### src/rtl/gcg_pkg.sv
// glyph column generator package: glyph index type, queue slot struct,
// sequencing constants and the 8x8 glyph table
// no dependencies
`timescale 1ns / 1ps

package gcg_pkg;

  localparam int unsigned GlyphSize  = 8;
  localparam int unsigned GlyphCount = 28;
  localparam int unsigned GlyphIdxW  = $clog2(GlyphCount);
  localparam int unsigned RowIdxW    = $clog2(GlyphSize);
  localparam int unsigned StepW      = $clog2(GlyphSize + 1);
  localparam int unsigned GlyphBitsW = GlyphSize * GlyphSize;

  localparam logic [7:0] CodeLowerA  = 8'd97;
  localparam logic [7:0] CodeLowerZ  = 8'd122;
  localparam logic [7:0] CaseOffset  = 8'd32;
  localparam logic [7:0] CodeUpperA  = 8'd65;
  localparam logic [7:0] CodeUpperZ  = 8'd90;
  localparam logic [7:0] CodePeriod  = 8'd46;

  typedef logic [GlyphIdxW-1:0] glyph_idx_t;

  localparam glyph_idx_t GlyphPeriod = glyph_idx_t'(26);
  localparam glyph_idx_t GlyphBlank  = glyph_idx_t'(27);

  typedef enum logic {
    OrientHorizontal = 1'b0,
    OrientVertical   = 1'b1
  } orient_e;

  typedef struct packed {
    logic       valid;
    glyph_idx_t glyph;
  } gcg_slot_t;

  // row r of the glyph sits in bits [8r+7:8r]
  function automatic logic [GlyphBitsW-1:0] glyph_bits(glyph_idx_t idx);
    logic [GlyphBitsW-1:0] bits;
    case (idx)
      5'd0:        bits = 64'hEE44_447C_4444_2810;
      5'd1:        bits = 64'hFC42_4242_7C48_44F8;
      5'd2:        bits = 64'h3A46_8280_8082_463A;
      5'd3:        bits = 64'hF844_4242_4242_44F8;
      5'd4:        bits = 64'hFE42_4040_7840_42FE;
      5'd5:        bits = 64'hE040_4878_4842_42FE;
      5'd6:        bits = 64'h3C42_8292_9E80_423E;
      5'd7:        bits = 64'hEE44_4444_7C44_44EE;
      5'd8:        bits = 64'hFE10_1010_1010_10FE;
      5'd9:        bits = 64'h7088_88C8_0808_083E;
      5'd10:       bits = 64'hEE44_4448_7048_44EE;
      5'd11:       bits = 64'hFE42_4040_4040_40E0;
      5'd12:       bits = 64'hEE44_4444_5454_6CC6;
      5'd13:       bits = 64'hEE44_444C_5454_64CE;
      5'd14:       bits = 64'h3844_8282_8282_4438;
      5'd15:       bits = 64'hE040_4040_7C42_42FC;
      5'd16:       bits = 64'h107C_9282_8282_827C;
      5'd17:       bits = 64'hEE44_4850_7C42_42FC;
      5'd18:       bits = 64'hBCC2_8204_7882_867A;
      5'd19:       bits = 64'h3810_1010_1010_92FE;
      5'd20:       bits = 64'h3844_4444_4444_44EE;
      5'd21:       bits = 64'h1028_4444_4444_44EE;
      5'd22:       bits = 64'h2854_5454_4444_44EE;
      5'd23:       bits = 64'hEE44_2810_1028_44EE;
      5'd24:       bits = 64'h3810_1010_2844_44EE;
      5'd25:       bits = 64'hFE82_4020_1804_82FE;
      GlyphPeriod: bits = 64'hC0C0_0000_0000_0000;
      GlyphBlank:  bits = '0;
      default:     bits = '0;
    endcase
    return bits;
  endfunction

endpackage

### src/rtl/gcg_front.sv
// glyph column generator front: folds and classifies each character code
// and holds the glyph indices in a short queue for the back end
// depends on gcg_pkg
`timescale 1ns / 1ps

module gcg_front
  import gcg_pkg::*;
#(
  parameter int unsigned QueueDepth = 2
) (
  input  logic       clk_i,
  input  logic       rst_ni,
  input  logic       push,
  output logic       full,
  input  logic [7:0] char_code_i,
  output gcg_slot_t  slot_o,
  input  logic       slot_pop_i
);

  localparam int unsigned PtrW = (QueueDepth > 1) ? $clog2(QueueDepth) : 1;
  localparam int unsigned CntW = $clog2(QueueDepth + 1);

  logic [7:0] folded;
  glyph_idx_t glyph;
  logic       push_ok;
  logic       pop_ok;

  glyph_idx_t mem_q [QueueDepth];
  logic [PtrW-1:0] wr_ptr_q, wr_ptr_d;
  logic [PtrW-1:0] rd_ptr_q, rd_ptr_d;
  logic [CntW-1:0] count_q, count_d;

  // lower-case fold, then letter / period / blank
  always_comb begin
    if (char_code_i >= CodeLowerA && char_code_i <= CodeLowerZ) begin
      folded = char_code_i - CaseOffset;
    end else begin
      folded = char_code_i;
    end
    if (folded >= CodeUpperA && folded <= CodeUpperZ) begin
      glyph = glyph_idx_t'(folded - CodeUpperA);
    end else if (folded == CodePeriod) begin
      glyph = GlyphPeriod;
    end else begin
      glyph = GlyphBlank;
    end
  end

  assign full    = (count_q == CntW'(QueueDepth));
  assign push_ok = push && !full;
  assign pop_ok  = slot_pop_i && (count_q != '0);

  always_comb begin
    wr_ptr_d = wr_ptr_q;
    rd_ptr_d = rd_ptr_q;
    count_d  = count_q;
    if (push_ok) begin
      wr_ptr_d = (wr_ptr_q == PtrW'(QueueDepth - 1)) ? '0 : wr_ptr_q + 1'b1;
    end
    if (pop_ok) begin
      rd_ptr_d = (rd_ptr_q == PtrW'(QueueDepth - 1)) ? '0 : rd_ptr_q + 1'b1;
    end
    if (push_ok && !pop_ok) begin
      count_d = count_q + 1'b1;
    end else if (pop_ok && !push_ok) begin
      count_d = count_q - 1'b1;
    end
  end

  always_ff @(posedge clk_i or negedge rst_ni) begin
    if (!rst_ni) begin
      wr_ptr_q <= '0;
      rd_ptr_q <= '0;
      count_q  <= '0;
    end else begin
      wr_ptr_q <= wr_ptr_d;
      rd_ptr_q <= rd_ptr_d;
      count_q  <= count_d;
    end
  end

  always_ff @(posedge clk_i) begin
    if (push_ok) begin
      mem_q[wr_ptr_q] <= glyph;
    end
  end

  assign slot_o.valid = (count_q != '0);
  assign slot_o.glyph = mem_q[rd_ptr_q];

endmodule

### src/rtl/gcg_back.sv
// glyph column generator back end: steps through one glyph a byte per
// cycle while its output register is free, rows plus spacer or transposed
// columns, into that output register; depends on gcg_pkg
`timescale 1ns / 1ps

module gcg_back
  import gcg_pkg::*;
(
  input  logic       clk_i,
  input  logic       rst_ni,
  input  orient_e    orient_i,
  input  gcg_slot_t  slot_i,
  output logic       slot_pop_o,
  output logic       empty,
  input  logic       pop,
  output logic [7:0] cell_byte_o,
  output logic       last_of_char_o
);

  logic                  busy_q, busy_d;
  logic [StepW-1:0]      step_q, step_d;
  glyph_idx_t            glyph_q, glyph_d;
  logic                  out_valid_q, out_valid_d;
  logic [7:0]            byte_q, byte_d;
  logic                  last_q, last_d;

  logic [GlyphBitsW-1:0] bits;
  logic [RowIdxW-1:0]    row_idx;
  logic [RowIdxW-1:0]    col_idx;
  logic [7:0]            col_byte;
  logic [7:0]            cur_byte;
  logic                  at_last;
  logic                  out_free;

  assign bits    = glyph_bits(glyph_q);
  assign row_idx = step_q[RowIdxW-1:0];
  assign col_idx = RowIdxW'(GlyphSize - 1) - row_idx;

  always_comb begin
    for (int r = 0; r < GlyphSize; r++) begin
      col_byte[r] = bits[r*GlyphSize + int'(col_idx)];
    end
  end

  always_comb begin
    if (orient_i == OrientVertical) begin
      at_last  = (step_q == StepW'(GlyphSize));
      cur_byte = at_last ? '0 : bits[int'(row_idx)*GlyphSize +: 8];
    end else begin
      at_last  = (step_q == StepW'(GlyphSize - 1));
      cur_byte = col_byte;
    end
  end

  assign out_free   = !out_valid_q || pop;
  assign slot_pop_o = slot_i.valid && (!busy_q || (out_free && at_last));

  always_comb begin
    busy_d      = busy_q;
    step_d      = step_q;
    glyph_d     = glyph_q;
    out_valid_d = out_valid_q && !pop;
    byte_d      = byte_q;
    last_d      = last_q;
    if (busy_q && out_free) begin
      out_valid_d = 1'b1;
      byte_d      = cur_byte;
      last_d      = at_last;
      if (at_last) begin
        busy_d = 1'b0;
      end else begin
        step_d = step_q + 1'b1;
      end
    end
    if (slot_pop_o) begin
      busy_d  = 1'b1;
      step_d  = '0;
      glyph_d = slot_i.glyph;
    end
  end

  always_ff @(posedge clk_i or negedge rst_ni) begin
    if (!rst_ni) begin
      busy_q      <= 1'b0;
      step_q      <= '0;
      out_valid_q <= 1'b0;
    end else begin
      busy_q      <= busy_d;
      step_q      <= step_d;
      out_valid_q <= out_valid_d;
    end
  end

  always_ff @(posedge clk_i) begin
    glyph_q <= glyph_d;
    byte_q  <= byte_d;
    last_q  <= last_d;
  end

  assign empty          = !out_valid_q;
  assign cell_byte_o    = byte_q;
  assign last_of_char_o = last_q;

endmodule

### src/rtl/glyph_column_generator_unit.sv
// glyph column generator top level: orientation register, front queue
// and back-end byte sequencer
// depends on gcg_pkg, gcg_front, gcg_back
`timescale 1ns / 1ps

// usage:
//   characters go in through a queue-style port: char_code_i is taken at a
//   clock edge with push high and full low. result bytes come out the same
//   way: cell_byte_o / last_of_char_o are valid while empty is low and are
//   taken at an edge with pop high.
//   orientation (cfg_we_i / cfg_wdata_i) picks vertical rows plus a zero
//   spacer (nine bytes) or horizontal transposed columns 7 down to 0 (eight
//   bytes); change it only while no character is in flight.
//   from an idle block, a character passes through the queue entry, the back
//   end's glyph and step registers and then the output register. the back end
//   emits one byte per cycle while pop keeps the output register free, and
//   that output byte stream sets the sustained rate.
//   the front queue (QueueDepth entries) takes new characters while the back
//   end is still emitting; a stalled receiver holds the output register,
//   then the back end, then the queue, and full rises once it is used up.
//   reset empties the queue and output, and sets horizontal orientation.
module glyph_column_generator_unit
  import gcg_pkg::*;
#(
  parameter int unsigned QueueDepth = 2
) (
  input  logic       clk_i,
  input  logic       rst_ni,
  input  logic       cfg_we_i,
  input  logic       cfg_wdata_i,
  input  logic       push,
  output logic       full,
  input  logic [7:0] char_code_i,
  output logic       empty,
  input  logic       pop,
  output logic [7:0] cell_byte_o,
  output logic       last_of_char_o
);

  orient_e   orient_q;
  gcg_slot_t slot;
  logic      slot_pop;

  always_ff @(posedge clk_i or negedge rst_ni) begin
    if (!rst_ni) begin
      orient_q <= OrientHorizontal;
    end else if (cfg_we_i) begin
      orient_q <= orient_e'(cfg_wdata_i);
    end
  end

  gcg_front #(
    .QueueDepth(QueueDepth)
  ) u_front (
    .clk_i      (clk_i),
    .rst_ni     (rst_ni),
    .push       (push),
    .full       (full),
    .char_code_i(char_code_i),
    .slot_o     (slot),
    .slot_pop_i (slot_pop)
  );

  gcg_back u_back (
    .clk_i         (clk_i),
    .rst_ni        (rst_ni),
    .orient_i      (orient_q),
    .slot_i        (slot),
    .slot_pop_o    (slot_pop),
    .empty         (empty),
    .pop           (pop),
    .cell_byte_o   (cell_byte_o),
    .last_of_char_o(last_of_char_o)
  );

  // spacer closes every vertical run
  assert property (@(posedge clk_i) disable iff (!rst_ni)
    (!empty && last_of_char_o && orient_q == OrientVertical) |-> (cell_byte_o == 8'd0))
    else $error("vertical run does not end in a zero spacer");

  // no bubble inside a run
  assert property (@(posedge clk_i) disable iff (!rst_ni)
    (pop && !empty && !last_of_char_o) |=> !empty)
    else $error("gap in output between bytes of one character");

  // queue never hands a slot to the back end while empty
  assert property (@(posedge clk_i) disable iff (!rst_ni)
    slot_pop |-> slot.valid)
    else $error("back end took from an empty queue");

endmodule

### config.mk
export PLATFORM = sky130hd
export DESIGN_NAME = glyph_column_generator_unit
export DESIGN_NICKNAME = d
export VERILOG_FILES = /design/src/rtl/gcg_pkg.sv /design/src/rtl/gcg_front.sv /design/src/rtl/gcg_back.sv /design/src/rtl/glyph_column_generator_unit.sv
export SDC_FILE = /design/constraint.sdc
export NUM_CORES = 1
export LEC_CHECK = 0
export BUFFER_PORTS_ARGS = -buffer_cell sky130_fd_sc_hd__buf_2
export CAP_MARGIN = 20
export CORE_ASPECT_RATIO = 1.25
export CORE_MARGIN = 1.5
export CORE_UTILIZATION = 57
export CTS_CLUSTER_SIZE = 16
export DETAILED_ROUTE_END_ITERATION = 16
export HOLD_SLACK_MARGIN = 0.1
export PLACE_DENSITY = 0.89
export REMOVE_ABC_BUFFERS = 1
export SETUP_SLACK_MARGIN = 0.5
export SYNTH_ARGS = -nofsm -noshare
export SYNTH_HDL_FRONTEND = slang
export SYNTH_SLANG_ARGS = --single-unit
### constraint.sdc
create_clock -name clk_i -period 2.7 [get_ports clk_i]
set_input_delay 0.135 -clock clk_i [delete_from_list [all_inputs] [get_ports clk_i]]
set_output_delay 0.135 -clock clk_i [all_outputs]
set_load 0.01 [all_outputs]
==> key figures <==
Yosys
  – Xor/xnor cell area share of the yosys netlist: 2.60%
  – Yosys top cell by area: edfxtp_1
  – Synth warn: 0
  – Share of the synthesized area in the top cell type: 16.5%
  – Sequential share of the synthesized area: 22.8%
  – Flops & latches, synth: 35
  – Area contributors post-synth: edfxtp_1, dfrtp_1, ha_1
  – Post-synth EDFFs: 24
  – Post-Synthesis Mean Instance Area: 7.88 µm²
  – Adder-cell share of the synthesized area: 4.58%
  – Synth Area in Simple Gates: 22.3%
  – Count of cell types in the netlist: 83
  – Largest family of logic cells by synthesized area: compound AO/OA/AOI/OAI gates
  – Ys async rst share: 31.4%
  – Ys flop type: edfxtp_1
  – Compound-gate portion of the synthesized area: 33.9%
  – Synthesized area: 0.00437 mm²
  – Synth Instances: 555
  – Mux contribution to synthesized area: 4.81%

Worst setup path
  – Worst Path Max Fanout: 10
  – Kind of critical path: flip-flop to flip-flop
  – Worst setup SP type: flip-flop
  – Critical Path AT: 2.53 ns
  – Reg2reg start: u_back.glyph_q[1]
  – Critical path endpoint category: flip-flop
  – R2R cell count: 8
  – Worst reg-to-reg setup slack: 0.23 ns
  – Req. time, crit path: 2.76 ns
  – CP max stage delay: 0.47 ns
  – Slowest CP cell: edfxtp_1
  – Critical Path, Cell by Cell: buf_6 > ha_4 > and2_4 > o311ai_2 > o221ai_2 > a22o_1 > o31ai_1 > o211ai_1
  – Worst reg2reg endpoint: u_back.cell_byte_o[7]

Power
  – Leakage: 2.08 nW
  – Net Sw Frac: 49.1%
  – Sequential Power Share: 21.0%
  – VDD IR max: 0.984 mV
  – Logic gate share of total power: 68.2%
  – Total power: 4.37 mW
  – Power Density: 813 mW/mm²
  – NetSw: 2.14 mW
  – Int Pwr: 2.22 mW
  – Clock power share: 10.8%

Global route
  – Vias in the first global route: 4,665
  – Initial antenna violation count: 0
  – Met2 usage: 63.2%
  – Gr busiest metal: met2
  – Gr usage total: 43.0%
  – Met3 Use GR: 9.68%
  – Grt total ovfl: 0
  – Pin count of the biggest net entering global routing: 52
  – First-pass GRT wire length: 26,000 µm
  – GR Util met1: 51.9%

Detailed routing
  – WL per Instance: 25.1 µm
  – 1st-iter DRT viols: 849
  – Residual DRC count: 0
  – TritonRoute pass-1 iters: 6
  – Total number of vias: 5,152
  – Vias per cell: 7.37
  – DRT Wirelength: 17,600 µm
  – Final ANT Viol Nets: 0

Place
  – Setup WS pre-CTS: -0.0116 ns
  – GPL Wtd Cong: 1.09
  – Placed instance count: 664
  – Number of port buffers: 24
  – Detailed placement HPWL: 11,900 µm
  – Dpl cell area: 0.00473 mm²

STA
  – FMAX: 0.406 GHz
  – Fin crit period: 2.47 ns
  – Max_slew headroom: 54.6%
  – Worst-margin pin slew: 0.678 ns
  – Min Hold Slack: 0.150 ns
  – Period utilisation layout: 91.3%
  – RSZ-0062 raised after global routing: true
  – Max-slew violations: 0
  – Setup TNS: 0 ns
  – Fin. Hold Viols: 0
  – Final setup vio count: 0
  – Layout Skew: 0.0215 ns
  – Final worst slack: 0.235 ns

CTS
  – TritonCTS buffer count: 5
  – H-tree levels: 2
  – Clock slew at reported path FFs: 0.10 ns
  – Max Root-Sink Buffers: 2
  – CTS tree: done
  – Clock root cell: clkbuf_8
  – Worst-skew pair later-pin latency: 0.32 ns
  – Clock Sinks: 35

Layout
  – Nets@finish: 636
  – Commonest non-fill, non-tap cell in the layout: buf_4
  – N_diodes: 0
  – Most frequent cells in the layout: buf_4, nor2_1, nand2_1
  – Area delta synth->final: 22.8%
  – Finished layout cell area: 0.00537 mm²
  – Final Util: 72.6%
  – Cell Count, Final, Fillers Out: 699
  – Ratio of cells with drive above 1 in the final layout: 28.8%

Job
  – Max cap viols: 0

Floorplanning
  – Core Region: 0.00740 mm²
  – Die width: 81.4 µm
  – Die Y-Extent: 101 µm
  – Row cnt: 35
  – Starting density of the core: 59.1%
  – Die ar.: 0.00821 mm²
  – # IOs: 25

Min path
  – Worst Hold End: u_front.wr_ptr_q
  – Hold path startpoint: push
  – Worst hold stages: 3
  – HP Class: input port to flip-flop

Run status
  – Status: finished, final reports clean
how the worst max path moves through the flow:
stage	from	endpoint	slack, ns	cells past startpoint
2_1_floorplan	u_back.glyph_q[2]	u_back.cell_byte_o[3]	-0.71	8
3_3_place_gp	u_back.glyph_q[0]	u_back.cell_byte_o[7]	0.03	8
3_5_place_dp	u_back.glyph_q[0]	u_back.cell_byte_o[7]	-0.01	8
4_1_cts	u_back.glyph_q[0]	u_back.cell_byte_o[3]	0.39	8
5_1_grt	u_back.glyph_q[0]	u_back.cell_byte_o[7]	0.15	9
6_report	u_back.glyph_q[1]	u_back.cell_byte_o[7]	0.23	8
Yosys cell counts, types with 5 or more instances:
library cell / count
edfxtp_1: 24
o21a_1: 6
inv_1: 20
nand2b_1: 24
nor3_1: 15
buf_4: 7
clkbuf_1: 20
o211ai_1: 15
mux2_2: 6
ha_1: 16
o21ai_0: 29
xor2_1: 7
buf_6: 7
buf_2: 21
or3_1: 5
xnor2_1: 6
mux2i_1: 12
a21oi_1: 38
a311oi_1: 10
dfrtp_1: 11
nor2_1: 50
nand2_1: 45
o31ai_1: 9
o221ai_1: 8
and2_1: 8
nand3_1: 9
a211oi_1: 12
a31oi_1: 10
nor2b_1: 9
o22ai_1: 5
sequential cells by signal, summed over array words and instances, names as in the netlist, 2 cells and up:
name and cells:
u_front.mem_q 10, u_back.cell_byte_o 8, u_back.glyph_q 5, u_back.step_q 4
u_front.count_q 2
critical path: cells and delay by family (launching register included):
family                   cells  cell delay [ns]
AO/OA/AOI/OAI                5             1.16
flip-flops                   1             0.47
adder cells (fa/ha/maj)      1             0.21
buffers and inverters        1             0.19
AND/OR/NAND/NOR              1             0.19
area by class of cell:
class / instances / area, µm²
repair buffers: 99 / 807
multi-input cells: 443 / 3250
clock inverters: 2 / 13.8
fillers: 539 / 2030
well taps: 92 / 115
flip-flops and latches: 35 / 997
inverters: 22 / 91.3
clock buffers: 6 / 93.8
layer usage:
metal | part of all wire, % | wire length, µm | vias up
met3 | 11 | 1990 | 155
met2 | 42 | 7440 | 475
met5 | 0 | 0 | -
met4 | 11 | 1990 | 0
li1 | - | - | 2197
met1 | 35 | 6130 | 2325
what timing repair did:
| action | CTS | global route |
|---|---|---|
| setup endpoints to repair | 8 | 9 |
| gates resized for setup | 49 | 19 |
| cloned | 0 | 1 |
| hold buffers | 3 | 0 |
| buffers inserted | 15 | 8 |
| hold endpoints to repair | 12 | 0 |
| pin swaps | 10 | 8 |
power groups by stage:
stage / registers (mW) / logic [mW] / clock network, mW
2_1_floorplan: 1.15 / 1.41 / 0
3_3_place_gp: 0.908 / 2.56 / 0
3_5_place_dp: 0.924 / 2.57 / 0
4_1_cts: 0.913 / 2.71 / 0.463
5_1_grt: 0.938 / 3.12 / 0.477
6_report: 0.918 / 2.98 / 0.473
cells by family (layout without fill, tap and decap cells):
kind of cell,count (synthesis),after routing
xor gates and xnor gates,13,13
muxes,19,19
DFF,35,35
AOI/OAI and AO/OA,202,202
adders and majority gates,16,16
buffers and inverters,77,129
and+or+nand+nor,193,193
No activity file was read; power rests on OpenSTA's default activity.
